## src/sv/rsf_pkg.sv

```systemverilog
`default_nettype none
package rsf_pkg;

  localparam int unsigned MAX_WIDTH  = 2048;
  localparam int unsigned COL_W      = $clog2(MAX_WIDTH);
  localparam int unsigned SIZE_W     = 12;
  localparam int unsigned WEIGHT_W   = 16;
  localparam int unsigned CFG_W      = 16;
  localparam int unsigned CHAN_W     = 8;
  localparam int unsigned PIX_W      = 3 * CHAN_W;
  localparam int unsigned SUM_W      = CHAN_W + 3;
  localparam int unsigned PC_W       = WEIGHT_W + CHAN_W;
  localparam int unsigned PN_W       = WEIGHT_W + SUM_W;
  localparam int unsigned DIFF_W     = PN_W + 1;

  localparam int unsigned FIFO_DEPTH = 8;
  localparam int unsigned FIFO_PTR_W = $clog2(FIFO_DEPTH);

  localparam logic [1:0] REG_FRAME_WIDTH     = 2'd0;
  localparam logic [1:0] REG_FRAME_HEIGHT    = 2'd1;
  localparam logic [1:0] REG_CENTER_WEIGHT   = 2'd2;
  localparam logic [1:0] REG_NEIGHBOR_WEIGHT = 2'd3;

  localparam logic [SIZE_W-1:0]   RST_FRAME_WIDTH     = 12'd1280;
  localparam logic [SIZE_W-1:0]   RST_FRAME_HEIGHT    = 12'd960;
  localparam logic [WEIGHT_W-1:0] RST_CENTER_WEIGHT   = 16'd1280;
  localparam logic [WEIGHT_W-1:0] RST_NEIGHBOR_WEIGHT = 16'd128;

  localparam logic KIND_PIXEL = 1'b0;
  localparam logic KIND_FLUSH = 1'b1;

  typedef struct packed {
    logic              end_of_frame;
    logic [CHAN_W-1:0] blue_out;
    logic [CHAN_W-1:0] green_out;
    logic [CHAN_W-1:0] red_out;
  } result_t;

endpackage
`default_nettype wire

```

## src/sv/rsf_out_fifo.sv

```systemverilog
`default_nettype none
module rsf_out_fifo (
  input  wire logic             clk_i,
  input  wire logic             rst_ni,
  input  wire logic             push_i,
  input  wire rsf_pkg::result_t push_data_i,
  input  wire logic             pop_i,
  output logic                  valid_o,
  output rsf_pkg::result_t      data_o
);

  rsf_pkg::result_t                  store_q [rsf_pkg::FIFO_DEPTH];
  logic [rsf_pkg::FIFO_PTR_W-1:0]    wr_ptr_q, wr_ptr_d;
  logic [rsf_pkg::FIFO_PTR_W-1:0]    rd_ptr_q, rd_ptr_d;
  logic [rsf_pkg::FIFO_PTR_W:0]      count_q, count_d;
  logic                              do_pop;

  assign valid_o = (count_q != '0);
  assign data_o  = store_q[rd_ptr_q];
  assign do_pop  = pop_i && valid_o;

  always_comb begin
    wr_ptr_d = push_i ? wr_ptr_q + 1'b1 : wr_ptr_q;
    rd_ptr_d = do_pop ? rd_ptr_q + 1'b1 : rd_ptr_q;
    count_d  = count_q + {{rsf_pkg::FIFO_PTR_W{1'b0}}, push_i}
                       - {{rsf_pkg::FIFO_PTR_W{1'b0}}, do_pop};
  end

  always_ff @(posedge clk_i or negedge rst_ni) begin
    if (!rst_ni) begin
      wr_ptr_q <= '0;
      rd_ptr_q <= '0;
      count_q  <= '0;
    end else begin
      wr_ptr_q <= wr_ptr_d;
      rd_ptr_q <= rd_ptr_d;
      count_q  <= count_d;
    end
  end

  always_ff @(posedge clk_i) begin
    if (push_i) begin
      store_q[wr_ptr_q] <= push_data_i;
    end
  end

  a_no_overflow : assert property (@(posedge clk_i) disable iff (!rst_ni)
    push_i |-> (count_q < rsf_pkg::FIFO_DEPTH) || do_pop)
    else $error("result queue overflow");

  a_count_track : assert property (@(posedge clk_i) disable iff (!rst_ni)
    (push_i && !do_pop) |=> count_q == $past(count_q) + 1'b1)
    else $error("result queue count lost a word");

  a_pop_nonempty : assert property (@(posedge clk_i) disable iff (!rst_ni)
    (count_q == '0) |-> !do_pop)
    else $error("pop from empty result queue");

endmodule
`default_nettype wire

```

## config.mk

```make
export PLATFORM = sky130hd
export DESIGN_NAME = rsf_out_fifo
export DESIGN_NICKNAME = d
export VERILOG_FILES = /design/src/sv/rsf_pkg.sv /design/src/sv/rsf_out_fifo.sv
export SDC_FILE = /design/constraint.sdc
export NUM_CORES = 1
export LEC_CHECK = 0
export BUFFER_PORTS_ARGS = -buffer_cell sky130_fd_sc_hd__buf_4
export CELL_PAD_IN_SITES_DETAIL_PLACEMENT = 1
export CELL_PAD_IN_SITES_GLOBAL_PLACEMENT = 2
export CORE_UTILIZATION = 40
export CTS_CLUSTER_SIZE = 10
export DETAILED_ROUTE_END_ITERATION = 8
export MAX_ROUTING_LAYER = met4
export PLACE_DENSITY_LB_ADDON = 0.1
export SLEW_MARGIN = 5
export SYNTH_ARGS = -nofsm -noshare
export SYNTH_HDL_FRONTEND = slang
export SYNTH_SLANG_ARGS = --single-unit
```

## constraint.sdc

```tcl
create_clock -name clk_i -period 2.8 [get_ports clk_i]
set_input_delay 0.14 -clock clk_i [delete_from_list [all_inputs] [get_ports clk_i]]
set_output_delay 0.14 -clock clk_i [all_outputs]
set_load 0.01 [all_outputs]
```

==> impl_metrics.ini <==
[run_status]
status = finished clean

[grt]
grt-ovfl-total = 0
antenna_found_initial = 0
grt_max_degree = 53
grt_pass1_wl_um = 24800
grtUsageTotal_pct = 16.2
grt_pass1_vias = 4172

[cells_and_area]
antenna_cells = 0
area_growth_pct = 22.4
nNetsFinal = 490
drive_gt1_share_pct = 28.8
final_util_pct = 50.0

[placement]
numPortBuffers = 54
gpl.final_weighted_congestion = 0.674
dp_hpwl_um = 8950

[synthesis]
netlist_area_um2 = 8260
syn_area_per_cell_um2 = 24.0
synthesis.nets = 381
yosysWarnings = 0
yosysSeqAreaShare_pct = 75.8
synth_cell_types = 20
synthCells = 344
synth-seq-cells = 210

[sta]
period_share_pct = 88.8
rsz0062_at_grt = no
finalHoldViolCount = 0
max_freq_mhz = 402
clock_skew_ns = 0.00586
holdWs_ns = 0.419
relSlewSlack_pct = 63.9
finalSetupViolCount = 0
drv_slew = 0
finalCriticalPeriod_ns = 2.49
worst_slew_pin_slew_ns = 0.541
fin_tns_setup_ns = 0

[power]
finalPower_mw = 10.1
power_leakage_nw = 3.52
p_per_area_nw_per_um2 = 998
ir_worst_vdd_v = 0.000456

[min_path]
hold_class = in -> reg
hp-start = push_data_i[21]
whs_path_depth = 2
hold_end = store_q[3][21]$_DFFE_PP_

[clocking]
clockBufferDepth = 3
cts_resized = 0
cts_root_buf = clkbuf_16
cts_sinks = 210
clk_latency_ns = 0.50
clkTransAtPathRegs_ns = 0.05
cts_buffers = 25
cts_tree = yes
cts.htree.levels = 1

[floorplan]
dieArea_um2 = 21200
die-width_um = 146
num_io_pins = 55
initial_utilization_pct = 40.8
dieHeight_um = 146
rows = 52
core_area_um2 = 20200

[worst_setup_path]
worstReg2RegStart = count_q[2]$_DFF_PN0_
rr_endpoint = count_q[2]$_DFF_PN0_
regToRegSetupSlack_ns = 0.31
critPathTopFamily = adder cells
crit_chain = inv_1 -> ha_1 -> or3b_2 -> nand2_1 -> inv_1 -> ha_1 -> inv_1 -> ha_1 -> inv_1 -> fa_1 -> xnor2_1
critPathMostFrequentCell = inv_1
worstSetupPathType = reg -> reg
cp-end-kind = flip-flop
cp_slowest_cell = or3b_2
crit_fanout = 3
arrival_ns = 2.87
max_stage_delay_ns = 0.47
r2r_cells = 11
cp.required_ns = 3.18
path_buf_inv = 4
startpoint_type = flip-flop

[drt]
avgViaCountPerCell = 5.10
antenna_left = 0
drt-pass1-iter-count = 4
drtIter0Drc = 244
routed_wl_um = 16200
num_vias = 3752
route.detailed.drc = 0
wire_per_inst_um = 22.0

[run]
drv_cap = 0
[placed cells by master, fill, tap and decap left out, types with 2 or more instances in the layout]
cell type,synthesis,layout
clkbuf_1,9,12
dfrtp_2,0,2
edfxtp_1,200,200
ha_1,7,7
buf_12,0,5
nand2_1,4,4
inv_1,9,9
mux2_2,27,27
nor2_4,0,6
buf_4,0,63
dfrtp_1,10,8
xor2_1,2,2
nand2b_1,3,3
clkbuf_16,0,25
nor3_2,0,2
dlygate4sd3_1,0,29
xnor2_1,4,4
mux4_1,49,49
[per-layer routing]
layer | vias to the layer above | wire length [µm] | share of wire, % | track usage [%]
met4 | 0 | 317 | 2.0 | 4.11
met1 | 1964 | 7270 | 45 | 20.8
met5 | - | 0 | 0 | -
met3 | 27 | 538 | 3.3 | 2.66
li1 | 1695 | - | - | -
met2 | 66 | 8080 | 50 | 27.1
[worst max-delay path by stage]
stage                            start                      end  slack, ns  cells after the start
5_1_grt           count_q[2]$_DFF_PN0_     count_q[2]$_DFF_PN0_       0.15                     11
3_5_place_dp      count_q[2]$_DFF_PN0_     count_q[2]$_DFF_PN0_       0.31                     11
3_3_place_gp      count_q[2]$_DFF_PN0_     count_q[2]$_DFF_PN0_       0.40                     11
2_1_floorplan  wr_ptr_q[1]$_DFFE_PN0P_  store_q[0][0]$_DFFE_PP_       0.05                      2
6_report          count_q[2]$_DFF_PN0_     count_q[2]$_DFF_PN0_       0.31                     11
4_1_cts           count_q[2]$_DFF_PN0_     count_q[2]$_DFF_PN0_       0.30                     11
[sequential cells by signal, summed over array words and instances, names as in the netlist]
| signal | cells |
|---|---|
| store_q | 200 |
| wr_ptr_q | 3 |
| count_q | 4 |
| rd_ptr_q | 3 |
[power by group]
part	internal, mW	switching [mW]	total, mW
sequential	3.97	0.172	4.15
combinational	1.64	1.52	3.16
clock	1.66	1.12	2.78
[metrics by stage]
step | instances | worst slack (ns) | cell area [µm²]
global placement | 667 | 0.403 | 9130
global route | 735 | 0.147 | 10100
CTS | 735 | 0.297 | 10100
finish | 735 | 0.314 | 10100
detailed placement | 667 | 0.313 | 9130
floorplan | 344 | 0.0515 | 8260
[final cells by class]
cell class                 count  area [µm²]
tap                          270         338
clock inverter                 1        7.51
sequential                   210        6260
timing repair buffer          97         863
clock buffer                  38         684
multi-input combinational    110        1920
inverter                       9        33.8
fill                        1805       10100
[Yosys cell counts]
cell / count / area share [%]
edfxtp_1: 200 / 73
mux4_1: 49 / 16
mux2_2: 27 / 3.7
dfrtp_1: 10 / 3.0
clkbuf_1: 9 / 0.41
inv_1: 9 / 0.41
ha_1: 7 / 1.1
buf_6: 6 / 0.82
nor2_1: 6 / 0.27
nand2_1: 4 / 0.18
xnor2_1: 4 / 0.42
nand2b_1: 3 / 0.23
nor3_1: 2 / 0.12
xor2_1: 2 / 0.21
a21o_1: 1 / 0.091
a21oi_1: 1 / 0.061
fa_1: 1 / 0.24
mux4_2: 1 / 0.27
nand3_1: 1 / 0.061
or3b_2: 1 / 0.11
[what timing repair did]
action,CTS,global route
hold buffers,29,0
endpoints found under the hold margin,216,0
buffers inserted,0,0
[logic make-up after synthesis]
family	Yosys count	share of synthesized area, %
xor+xnor	6	0.636
flops	210	75.8
mux	77	19.5
buf+inv	24	1.64
fa+ha+maj	8	1.30
compound gates	2	0.151
simple gates	17	0.970
No activity file was read; power rests on OpenSTA's default activity.
